===== config.mk =====
export PLATFORM = sky130hd
export DESIGN_NAME = grid_wall_cleanup_stencil
export DESIGN_NICKNAME = d
export VERILOG_FILES = /design/src/hw/rtl/gwcs_pkg.sv /design/src/hw/rtl/gwcs_cell.sv /design/src/hw/rtl/gwcs_ctrl.sv /design/src/hw/rtl/gwcs_ofifo.sv /design/src/hw/rtl/grid_wall_cleanup_stencil.sv
export SDC_FILE = /design/constraint.sdc
export NUM_CORES = 2
export LEC_CHECK = 0
export BUFFER_PORTS_ARGS = -buffer_cell sky130_fd_sc_hd__buf_2
export CORE_UTILIZATION = 30
export DETAILED_ROUTE_END_ITERATION = 6
export PLACE_DENSITY = 0.52
export REMOVE_ABC_BUFFERS = 1
export SYNTH_ARGS = -nofsm -noshare
export SYNTH_HDL_FRONTEND = slang
export SYNTH_SLANG_ARGS = --single-unit
export TNS_END_PERCENT = 20

===== constraint.sdc =====
create_clock -name clk_i -period 18.5 [get_ports clk_i]
set_clock_uncertainty 0.05 [all_clocks]
set_input_delay 3.7 -clock clk_i [delete_from_list [all_inputs] [get_ports clk_i]]
set_output_delay 3.7 -clock clk_i [all_outputs]
set_load 0.05 [all_outputs]

===== src/hw/rtl/gwcs_pkg.sv =====
package gwcs_pkg;

  // Cell kinds; only a wall counts as a neighbor wall
  localparam logic [1:0] CELL_EMPTY = 2'd0;
  localparam logic [1:0] CELL_WALL  = 2'd1;
  localparam logic [1:0] CELL_OTHER = 2'd2;

  // Request operations
  localparam logic OP_CELL  = 1'b0;
  localparam logic OP_DRAIN = 1'b1;

  // Configuration register indexes
  localparam logic REG_GRID_WIDTH  = 1'b0;
  localparam logic REG_GRID_HEIGHT = 1'b1;

  localparam int unsigned CFG_DW = 9;

  // Output queue
  localparam int unsigned FIFO_DEPTH = 4;
  localparam int unsigned FIFO_AW    = $clog2(FIFO_DEPTH);
  localparam int unsigned FIFO_CW    = $clog2(FIFO_DEPTH + 1);

  typedef struct packed {
    logic       op;
    logic [1:0] cell_in;
  } gwcs_in_t;

  typedef struct packed {
    logic [1:0] cell_out;
    logic [7:0] out_row;
    logic [7:0] out_col;
    logic       last_cell;
  } gwcs_out_t;

  // Per-cell control: shift one value in, return the line pointer to zero
  typedef struct packed {
    logic shift;
    logic restart;
  } gwcs_shift_t;

  // What one accepted request does along the chain
  typedef struct packed {
    logic       shift1;
    logic       shift2;
    logic       restart;
    logic       p1_int;
    logic       emit;
    logic       em_int;
    logic [7:0] row;
    logic [7:0] col;
    logic       last;
  } gwcs_step_t;

  // 3x3 window; column 0 is the newest, mid[1] is the center
  typedef logic [2:0][1:0] gwcs_row_t;

  typedef struct packed {
    gwcs_row_t top;
    gwcs_row_t mid;
    gwcs_row_t bot;
  } gwcs_win_t;

  // Drop an isolated wall
  function automatic logic [1:0] pass_one(input gwcs_win_t win, input logic interior);
    logic [1:0] v;
    v = win.mid[1];
    if (v != CELL_WALL || !interior) begin
      return v;
    end
    if (win.mid[0] == CELL_WALL || win.mid[2] == CELL_WALL ||
        win.top[1] == CELL_WALL || win.bot[1] == CELL_WALL) begin
      return CELL_WALL;
    end
    return CELL_EMPTY;
  endfunction

  // Fill an empty cell held by two or more orthogonal walls and no diagonal one
  function automatic logic [1:0] pass_two(input gwcs_win_t win, input logic interior);
    logic [1:0] v;
    logic [2:0] orth;
    logic       diag;
    v    = win.mid[1];
    orth = 3'(win.mid[0] == CELL_WALL) + 3'(win.mid[2] == CELL_WALL) +
           3'(win.top[1] == CELL_WALL) + 3'(win.bot[1] == CELL_WALL);
    diag = (win.top[0] == CELL_WALL) || (win.top[2] == CELL_WALL) ||
           (win.bot[0] == CELL_WALL) || (win.bot[2] == CELL_WALL);
    if (v != CELL_EMPTY || !interior) begin
      return v;
    end
    if (!diag && orth > 3'd1) begin
      return CELL_WALL;
    end
    return CELL_EMPTY;
  endfunction

endpackage


===== src/hw/rtl/gwcs_cell.sv =====
module gwcs_cell import gwcs_pkg::*; #(
  parameter int unsigned MAX_WIDTH = 256
) (
  input  logic                             clk_i,
  input  logic                             rst_ni,
  input  gwcs_shift_t                      ctl_i,
  input  logic [$clog2(MAX_WIDTH+1)-1:0]   w_m1_i,
  input  logic [1:0]                       din_i,
  output gwcs_win_t                        win_o
);

  localparam int unsigned DW = $clog2(MAX_WIDTH + 1);
  localparam int unsigned PW = $clog2(MAX_WIDTH);

  // Two line delays share one memory: [3:2] two rows back, [1:0] one row back
  logic [3:0]    lb_mem [MAX_WIDTH];
  logic [3:0]    rd_q;
  logic [PW-1:0] ptr_q, ptr_d;
  gwcs_win_t     win_q;

  // Line pointer wraps at the row length
  always_comb begin
    ptr_d = ptr_q;
    if (ctl_i.restart) begin
      ptr_d = '0;
    end else if (ctl_i.shift) begin
      if (DW'(ptr_q) == w_m1_i) begin
        ptr_d = '0;
      end else begin
        ptr_d = ptr_q + PW'(1);
      end
    end
  end

  // Read ahead at the next pointer so the data is ready at the next shift
  always_ff @(posedge clk_i) begin
    rd_q <= lb_mem[ptr_d];
    if (ctl_i.shift) begin
      lb_mem[ptr_q] <= {rd_q[1:0], din_i};
    end
  end

  // Pointer and window
  always_ff @(posedge clk_i or negedge rst_ni) begin
    if (!rst_ni) begin
      ptr_q <= '0;
      win_q <= '0;
    end else begin
      ptr_q <= ptr_d;
      if (ctl_i.shift) begin
        win_q.bot <= {win_q.bot[1:0], din_i};
        win_q.mid <= {win_q.mid[1:0], rd_q[1:0]};
        win_q.top <= {win_q.top[1:0], rd_q[3:2]};
      end
    end
  end

  assign win_o = win_q;

endmodule


===== src/hw/rtl/gwcs_ctrl.sv =====
module gwcs_ctrl import gwcs_pkg::*; #(
  parameter int unsigned MAX_WIDTH  = 256,
  parameter int unsigned MAX_HEIGHT = 256
) (
  input  logic                             clk_i,
  input  logic                             rst_ni,
  input  logic                             cfg_we_i,
  input  logic                             cfg_idx_i,
  input  logic [CFG_DW-1:0]                cfg_wdata_i,
  input  logic                             accept_i,
  input  gwcs_in_t                         in_i,
  output gwcs_step_t                       step_o,
  output logic [$clog2(MAX_WIDTH+1)-1:0]   w_m1_o,
  output logic                             hold_o
);

  localparam int unsigned DW   = $clog2(MAX_WIDTH + 1);
  localparam int unsigned HW   = $clog2(MAX_HEIGHT + 1);
  localparam int unsigned CW   = $clog2(MAX_WIDTH * MAX_HEIGHT + 1);
  localparam int unsigned CLW  = $clog2(MAX_WIDTH);
  localparam int unsigned RW   = $clog2(MAX_HEIGHT);
  localparam int unsigned CMPW = (DW > CFG_DW) ? DW : CFG_DW;
  localparam int unsigned CMPH = (HW > CFG_DW) ? HW : CFG_DW;
  localparam int unsigned W_RST = (MAX_WIDTH < 64) ? MAX_WIDTH : 64;
  localparam int unsigned H_RST = (MAX_HEIGHT < 64) ? MAX_HEIGHT : 64;

  logic [DW-1:0]  w_q, w_d, w_m1_q, w_m2_q;
  logic [DW:0]    w_p1_q;
  logic [HW-1:0]  h_q, h_d, h_m2_q;
  logic [CW-1:0]  total_q;
  logic           hold_q;
  logic [CMPW-1:0] wv;
  logic [CMPH-1:0] hv;
  logic [DW-1:0]  w_clamp;
  logic [HW-1:0]  h_clamp;

  logic [CW-1:0]  rcv_q, p1_q, em_q;
  logic [CW-1:0]  rcv_n, p1_n, em_n;
  logic [CLW-1:0] p1_col_q, em_col_q;
  logic [RW-1:0]  p1_row_q, em_row_q;
  logic           rcv_done, store, act, p1_step, emit, last;
  logic [CW:0]    p1_lim, em_lim;
  logic           p1_int, em_int;

  // Clamp written dimensions to 3..MAX
  always_comb begin
    wv = CMPW'(cfg_wdata_i);
    hv = CMPH'(cfg_wdata_i);
    if (wv < CMPW'(3)) begin
      w_clamp = DW'(3);
    end else if (wv > CMPW'(MAX_WIDTH)) begin
      w_clamp = DW'(MAX_WIDTH);
    end else begin
      w_clamp = DW'(wv);
    end
    if (hv < CMPH'(3)) begin
      h_clamp = HW'(3);
    end else if (hv > CMPH'(MAX_HEIGHT)) begin
      h_clamp = HW'(MAX_HEIGHT);
    end else begin
      h_clamp = HW'(hv);
    end
    w_d = w_q;
    h_d = h_q;
    if (cfg_we_i) begin
      unique case (cfg_idx_i)
        REG_GRID_WIDTH:  w_d = w_clamp;
        REG_GRID_HEIGHT: h_d = h_clamp;
        default:         w_d = w_q;
      endcase
    end
  end

  // Dimensions and derived limits (derived ones are registered from the stored dimensions)
  always_ff @(posedge clk_i or negedge rst_ni) begin
    if (!rst_ni) begin
      w_q     <= DW'(W_RST);
      h_q     <= HW'(H_RST);
      w_m1_q  <= DW'(W_RST - 1);
      w_m2_q  <= DW'(W_RST - 2);
      w_p1_q  <= (DW+1)'(W_RST + 1);
      h_m2_q  <= HW'(H_RST - 2);
      total_q <= CW'(W_RST * H_RST);
      hold_q  <= 1'b0;
    end else begin
      w_q     <= w_d;
      h_q     <= h_d;
      w_m1_q  <= w_q - DW'(1);
      w_m2_q  <= w_q - DW'(2);
      w_p1_q  <= (DW+1)'(w_q) + (DW+1)'(1);
      h_m2_q  <= h_q - HW'(2);
      total_q <= CW'(w_q) * CW'(h_q);
      hold_q  <= cfg_we_i;
    end
  end

  // Decide what this request does: store, pass-one step, emit
  always_comb begin
    rcv_done = (rcv_q == total_q);
    store    = accept_i && !rcv_done && (in_i.op == OP_CELL);
    act      = accept_i && (rcv_done || in_i.op == OP_CELL);
    rcv_n    = rcv_q + CW'(store);
    p1_lim   = (CW+1)'(p1_q) + (CW+1)'(w_p1_q);
    p1_step  = act && (p1_q != total_q) &&
               ((rcv_n == total_q) || (p1_lim < (CW+1)'(rcv_n)));
    p1_n     = p1_q + CW'(p1_step);
    em_lim   = (CW+1)'(em_q) + (CW+1)'(w_p1_q);
    emit     = act && (em_q < p1_n) &&
               ((p1_n == total_q) || (em_lim < (CW+1)'(p1_n)));
    em_n     = em_q + CW'(emit);
    last     = (em_q + CW'(1)) == total_q;
    p1_int   = (p1_row_q != '0) && (HW'(p1_row_q) <= h_m2_q) &&
               (p1_col_q != '0) && (DW'(p1_col_q) <= w_m2_q);
    em_int   = (em_row_q != '0) && (HW'(em_row_q) <= h_m2_q) &&
               (em_col_q != '0) && (DW'(em_col_q) <= w_m2_q);

    step_o.shift1  = store || p1_step;
    step_o.shift2  = p1_step || emit;
    step_o.restart = emit && last;
    step_o.p1_int  = p1_int;
    step_o.emit    = emit;
    step_o.em_int  = em_int;
    step_o.row     = 8'(em_row_q);
    step_o.col     = 8'(em_col_q);
    step_o.last    = last;
  end

  // Frame counters
  always_ff @(posedge clk_i or negedge rst_ni) begin
    if (!rst_ni) begin
      rcv_q    <= '0;
      p1_q     <= '0;
      em_q     <= '0;
      p1_row_q <= '0;
      p1_col_q <= '0;
      em_row_q <= '0;
      em_col_q <= '0;
    end else if (cfg_we_i || (emit && last)) begin
      rcv_q    <= '0;
      p1_q     <= '0;
      em_q     <= '0;
      p1_row_q <= '0;
      p1_col_q <= '0;
      em_row_q <= '0;
      em_col_q <= '0;
    end else begin
      rcv_q <= rcv_n;
      p1_q  <= p1_n;
      em_q  <= em_n;
      if (p1_step) begin
        if (DW'(p1_col_q) == w_m1_q) begin
          p1_col_q <= '0;
          p1_row_q <= p1_row_q + RW'(1);
        end else begin
          p1_col_q <= p1_col_q + CLW'(1);
        end
      end
      if (emit) begin
        if (DW'(em_col_q) == w_m1_q) begin
          em_col_q <= '0;
          em_row_q <= em_row_q + RW'(1);
        end else begin
          em_col_q <= em_col_q + CLW'(1);
        end
      end
    end
  end

  assign w_m1_o = w_m1_q;
  assign hold_o = hold_q;

endmodule


===== src/hw/rtl/gwcs_ofifo.sv =====
module gwcs_ofifo import gwcs_pkg::*; (
  input  logic               clk_i,
  input  logic               rst_ni,
  input  logic               push_i,
  input  gwcs_out_t          push_data_i,
  output logic               out_valid_o,
  input  logic               out_ready_i,
  output gwcs_out_t          out_data_o,
  output logic [FIFO_CW-1:0] level_o
);

  gwcs_out_t          mem_q [FIFO_DEPTH];
  logic [FIFO_AW-1:0] wr_ptr_q, rd_ptr_q;
  logic [FIFO_CW-1:0] cnt_q;
  logic               pop;

  assign pop = out_valid_o && out_ready_i;

  // Entry storage; space is guaranteed by the input credit check
  always_ff @(posedge clk_i) begin
    if (push_i) begin
      mem_q[wr_ptr_q] <= push_data_i;
    end
  end

  // Pointers and fill level
  always_ff @(posedge clk_i or negedge rst_ni) begin
    if (!rst_ni) begin
      wr_ptr_q <= '0;
      rd_ptr_q <= '0;
      cnt_q    <= '0;
    end else begin
      if (push_i) begin
        wr_ptr_q <= wr_ptr_q + FIFO_AW'(1);
      end
      if (pop) begin
        rd_ptr_q <= rd_ptr_q + FIFO_AW'(1);
      end
      cnt_q <= cnt_q + FIFO_CW'(push_i) - FIFO_CW'(pop);
    end
  end

  assign out_valid_o = (cnt_q != '0);
  assign out_data_o  = mem_q[rd_ptr_q];
  assign level_o     = cnt_q;

endmodule


===== src/hw/rtl/grid_wall_cleanup_stencil.sv =====
// Two-pass wall cleanup on a raster stream of grid cells. Each cell request
// enters a chain of two window cells: the first removes interior walls with
// no orthogonal wall neighbor, the second fills interior empty cells held by
// two or more orthogonal walls and no diagonal wall, judged on the first
// pass's grid. One request is taken per clock cycle while the input is not
// held off; each result passes the step registers and the second window into
// a four-entry output queue that keeps input accepted while results wait and
// there is room. Results trail the input by two rows and two cells, so after
// the last cell 2*W+2 drain requests flush the grid; the result tagged last_cell
// closes the frame and the next cell starts a new one. A configuration write
// restarts the frame and holds the input for one cycle while the grid size
// settles. Line memories hold MAX_WIDTH entries per pass.
module grid_wall_cleanup_stencil import gwcs_pkg::*; #(
  parameter int unsigned MAX_WIDTH  = 256,
  parameter int unsigned MAX_HEIGHT = 256
) (
  input  logic              clk_i,
  input  logic              rst_ni,
  input  logic              cfg_we_i,
  input  logic              cfg_idx_i,
  input  logic [CFG_DW-1:0] cfg_wdata_i,
  input  logic              in_valid_i,
  output logic              in_ready_o,
  input  gwcs_in_t          in_data_i,
  output logic              out_valid_o,
  input  logic              out_ready_i,
  output gwcs_out_t         out_data_o
);

  localparam int unsigned DW = $clog2(MAX_WIDTH + 1);

  logic               accept, hold;
  logic [DW-1:0]      w_m1;
  gwcs_step_t         step, step_a_q, step_b_q;
  gwcs_win_t          win1, win2;
  logic [1:0]         p1_val;
  gwcs_out_t          res;
  logic [FIFO_CW-1:0] level;
  logic [FIFO_CW:0]   inflight;

  // Credit check: results in the chain plus queued ones must fit the queue
  assign inflight   = (FIFO_CW+1)'(level) + (FIFO_CW+1)'(step_a_q.emit) +
                      (FIFO_CW+1)'(step_b_q.emit);
  assign in_ready_o = !hold && (inflight < (FIFO_CW+1)'(FIFO_DEPTH));
  assign accept     = in_valid_i && in_ready_o;

  gwcs_ctrl #(
    .MAX_WIDTH  (MAX_WIDTH),
    .MAX_HEIGHT (MAX_HEIGHT)
  ) u_ctrl (
    .clk_i       (clk_i),
    .rst_ni      (rst_ni),
    .cfg_we_i    (cfg_we_i),
    .cfg_idx_i   (cfg_idx_i),
    .cfg_wdata_i (cfg_wdata_i),
    .accept_i    (accept),
    .in_i        (in_data_i),
    .step_o      (step),
    .w_m1_o      (w_m1),
    .hold_o      (hold)
  );

  // First pass window on the raw grid
  gwcs_cell #(
    .MAX_WIDTH (MAX_WIDTH)
  ) u_cell_raw (
    .clk_i  (clk_i),
    .rst_ni (rst_ni),
    .ctl_i  ('{shift: step.shift1, restart: step.restart || cfg_we_i}),
    .w_m1_i (w_m1),
    .din_i  (in_data_i.cell_in),
    .win_o  (win1)
  );

  // Step flags follow the data one cell per cycle
  always_ff @(posedge clk_i or negedge rst_ni) begin
    if (!rst_ni) begin
      step_a_q <= '0;
      step_b_q <= '0;
    end else begin
      step_a_q <= step;
      step_b_q <= step_a_q;
    end
  end

  assign p1_val = pass_one(win1, step_a_q.p1_int);

  // Second pass window on the first pass's grid
  gwcs_cell #(
    .MAX_WIDTH (MAX_WIDTH)
  ) u_cell_fp (
    .clk_i  (clk_i),
    .rst_ni (rst_ni),
    .ctl_i  ('{shift: step_a_q.shift2, restart: step_a_q.restart || cfg_we_i}),
    .w_m1_i (w_m1),
    .din_i  (p1_val),
    .win_o  (win2)
  );

  // Result assembly
  always_comb begin
    res.cell_out  = pass_two(win2, step_b_q.em_int);
    res.out_row   = step_b_q.row;
    res.out_col   = step_b_q.col;
    res.last_cell = step_b_q.last;
  end

  gwcs_ofifo u_ofifo (
    .clk_i       (clk_i),
    .rst_ni      (rst_ni),
    .push_i      (step_b_q.emit),
    .push_data_i (res),
    .out_valid_o (out_valid_o),
    .out_ready_i (out_ready_i),
    .out_data_o  (out_data_o),
    .level_o     (level)
  );

endmodule


==> results.txt <==
----------------------------------------------------
[Worst hold path]
  Cells on Worst Hold Path ... 0
  End point of the worst hold path ... res[4]
  Launch instance of the worst min-delay path ... step_a_q[4]
  Classification of the worst-slack hold path ... reg -> reg

[Placement]
  Routability congestion estimate ... 0.8572
  Post-detail-place hpwl ... 179500 um
  Total placed cells including tap cells ... 12060
  Port-buffer cells ... 38

[Critical path]
  Peak fanout along the critical path ... 72
  Most used cell, CP ... ha_1
  Reg2reg setup slack ... 5350 ps
  CP Buf/Inv Count ... 7
  Crit Reg-Reg Startpoint ... u_ctrl.total_q[12]
  Crit path capture type ... flip-flop
  Critical path launch point type ... input pin
  Data required time of the critical path ... 19220 ps
  Number of cells on the worst reg-to-reg path ... 41
  WP data arrival ... 15410 ps
  Endpoint of the most critical register-to-register path ... u_cell_raw.rd_q[1]
  Kind of cell with the highest combined delay on the critical path ... compound AO/OA/AOI/OAI gates
  Cell type of the slowest stage on the worst timing path ... a2111oi_0
  WS Path Type ... in -> reg
  Biggest cell delay along the critical path ... 710 ps

[Detailed routing]
  Detailed Route Iter0 Violations ... 6391
  Vias per cell ... 5.308
  Routed wire length ... 302700 um
  Remaining DRCs ... 0
  WL per Instance ... 24.23 um
  Drt first pass iters ... 5
  Number of nets with antenna violations after detailed routing ... 0
  Number of vias after detailed routing ... 66300

[Logic synthesis]
  Number of enable-type register cells in the synthesized netlist ... 2124
  Number of library cell types mapped by synthesis ... 112
  Post-Syn Instances ... 7945
  Synth Warn # ... 0
  Register bit total from synthesis ... 2383
  Portion of the post-synthesis area used by sequential elements ... 68.17%
  Synthesized area ... 103000 um2
  Per-instance average area after synthesis ... 12.97 um2
  Async SR Flop Fraction ... 10.53%
  Dominant synthesized flop cell ... edfxtp_1

[Global route]
  Number of antenna violations at the first check in global routing ... 7
  First-pass GRT wire length ... 447100 um
  Leftover overflow at the end of global routing ... 0
  Number of global-route vias before repair ... 66570
  Overall Global Routing Usage ... 17.03%
  Largest net degree at the start of global routing ... 188

[Layout]
  Fraction of layout instances using a drive strength above 1 ... 8.650%
  Layout overhead on the synthesized area ... 12.05%
  Most common cell after layout, fill and taps aside ... edfxtp_1
  Number of nets in the finished design ... 7995
  Final non-filler cell total ... 12490
  Highest-count cells in the layout ignoring fill and taps ... edfxtp_1 (2124), nand2_1 (1043), nor2_1 (699), nand3_1 (685), o221ai_1 (319)

[STA]
  Final count of hold timing violations ... 0
  Unrepaired setup endpoints after global routing ... false
  Total Neg Setup Slack ... 0 ps
  Max-slew headroom ... 21.23%
  Share of the cycle needed by the critical path after routing ... 79.38%
  Minimum period implied by the final worst setup slack ... 14690 ps
  Highest achievable clock rate ... 0.06810 GHz
  Slew Limit Fails ... 0
  Setup Viol. Count Final ... 0
  Slew at the pin with the worst max-slew slack ... 1177 ps

[Floorplanning]
  Die outline area ... 345800 um2
  Initial Utilization ... 30.23%
  Number of top-level design ports ... 39
  Width of the die ... 588.1 um
  Chip Height ... 588.1 um
  Row count ... 214
  Area of the core region ... 340900 um2

[Clocking]
  Number of buffers created by CTS ... 241
  Cell chosen for the clock root ... clkbuf_16
  Setup bufs post-CTS ... 0
  Clock tree from TritonCTS ... built
  Clock latency at the later pin of the worst-skew pair ... 920 ps
  # H-tree levels ... 4
  Maximum number of buffers from clock root to sink ... 4
  Count of clock tree sinks ... 2383
  Clock-pin slew on the worst setup and hold paths ... 60 ps
  CTS Hold Bufs ... 0
  PostCTS Resize Cnt ... 0

[Pwr]
  Overall power after layout ... 0.01322 W
  Leakage ... 38.27 nW
  Maximum ir drop on the vdd rail ... 0.1232 mV
  Power density over the cells ... 114.5 nW/um2

[Job]
  Maxcap violations ... 0

[Run status]
  Run status ... finished clean

----------------------------------------------------
through the flow:
| step | setup slack [ps] | hold WS [ps] | utilization, % | instance area (um2) |
|---|---|---|---|---|
| after floorplan | 1240 | 281.2 | - | 100600 |
| after global placement | 3123 | 282.2 | 31.58 | 107700 |
| after detailed placement | 3044 | 284.7 | 31.58 | 107700 |
| after CTS | 3985 | 298.9 | 33.87 | 115500 |
| after global routing | 3196 | 305.9 | 33.87 | 115500 |
| final | 3815 | 297.6 | 33.87 | 115500 |
cell type report:
type / count / area (um2)
Fill cell: 33230 / 225400
Antenna cell: 1 / 2.502
Timing Repair Buffer: 155 / 1221
Clock inverter: 118 / 1227
Multi-Input combinational cell: 4827 / 29850
Clock buffer: 310 / 6576
Tap cell: 4536 / 5675
Sequential cell: 2383 / 70270
Inverter: 161 / 634.4
flip-flops by register name, summed over array words and instances, names as in the netlist, 9 cells and up:
register	flops
u_ofifo.mem_q	76
u_cell_fp.win_o	18
u_ctrl.w_q	9
u_ctrl.w_m1_o	9
u_ctrl.em_q	17
u_ctrl.total_q	17
u_ctrl.h_m2_q	9
res	17
u_ctrl.rcv_q	17
u_ctrl.p1_q	17
u_cell_raw.win_o	14
step_a_q	22
u_cell_raw.lb_mem	1024
u_ctrl.w_p1_q	9
u_ctrl.h_q	9
u_ctrl.w_m2_q	9
u_cell_fp.lb_mem	1024
report_power, final:
part | internal, W | switching [W] | leakage, nW | total (W)
registers | 0.00627 | 0.000208 | 22.5 | 0.00648
clock network | 0.00284 | 0.00207 | 3.83 | 0.00491
logic | 0.000499 | 0.00133 | 12.0 | 0.00183
how the worst max path moves through the flow:
| stage | from | endpoint | slack, ps | cells after the start |
|---|---|---|---|---|
| CTS | in_valid_i | u_cell_raw.rd_q[1] | 3980 | 40 |
| finish | in_valid_i | u_cell_raw.rd_q[1] | 3810 | 41 |
| detailed placement | in_valid_i | u_cell_raw.rd_q[1] | 3040 | 40 |
| global route | in_valid_i | u_cell_raw.rd_q[1] | 3200 | 40 |
| floorplan | in_valid_i | u_cell_raw.rd_q[1] | 1240 | 37 |
| global placement | in_valid_i | u_cell_raw.rd_q[1] | 3120 | 41 |
layer usage:
layer  track usage [%]  up-vias  share of wire, %
met1             23.34    33870                43
li1                  -    29520                 -
met2             27.71     2467                47
met4             5.158        0               3.0
met5                 0        -                 0
met3             2.728      451               6.8
cells by family after synthesis:
family | count (synthesis) | synth area share [%]
and+or+nand+nor | 2879 | 12.52
DFF | 2383 | 68.17
AOI/OAI and AO/OA | 1298 | 9.031
buffers and inverters | 735 | 2.954
xor gates and xnor gates | 251 | 2.187
adders and majority gates | 212 | 2.953
muxes | 187 | 2.180
cell usage after synthesis, drive strengths merged, types with 129 or more instances:
master	n	share of area (%)
o221ai	319	2.7
nor2	705	2.6
dfrtp	231	5.6
a21oi	238	1.2
xnor2	129	1.1
clkbuf	374	1.4
o22ai	149	0.90
inv	160	0.59
ha	155	1.9
o21ai	143	0.70
edfxtp	2124	62
nand2	1052	3.8
buf	200	1.0
nand3	686	3.3
Note: power is estimated with default switching activity, not from simulation.
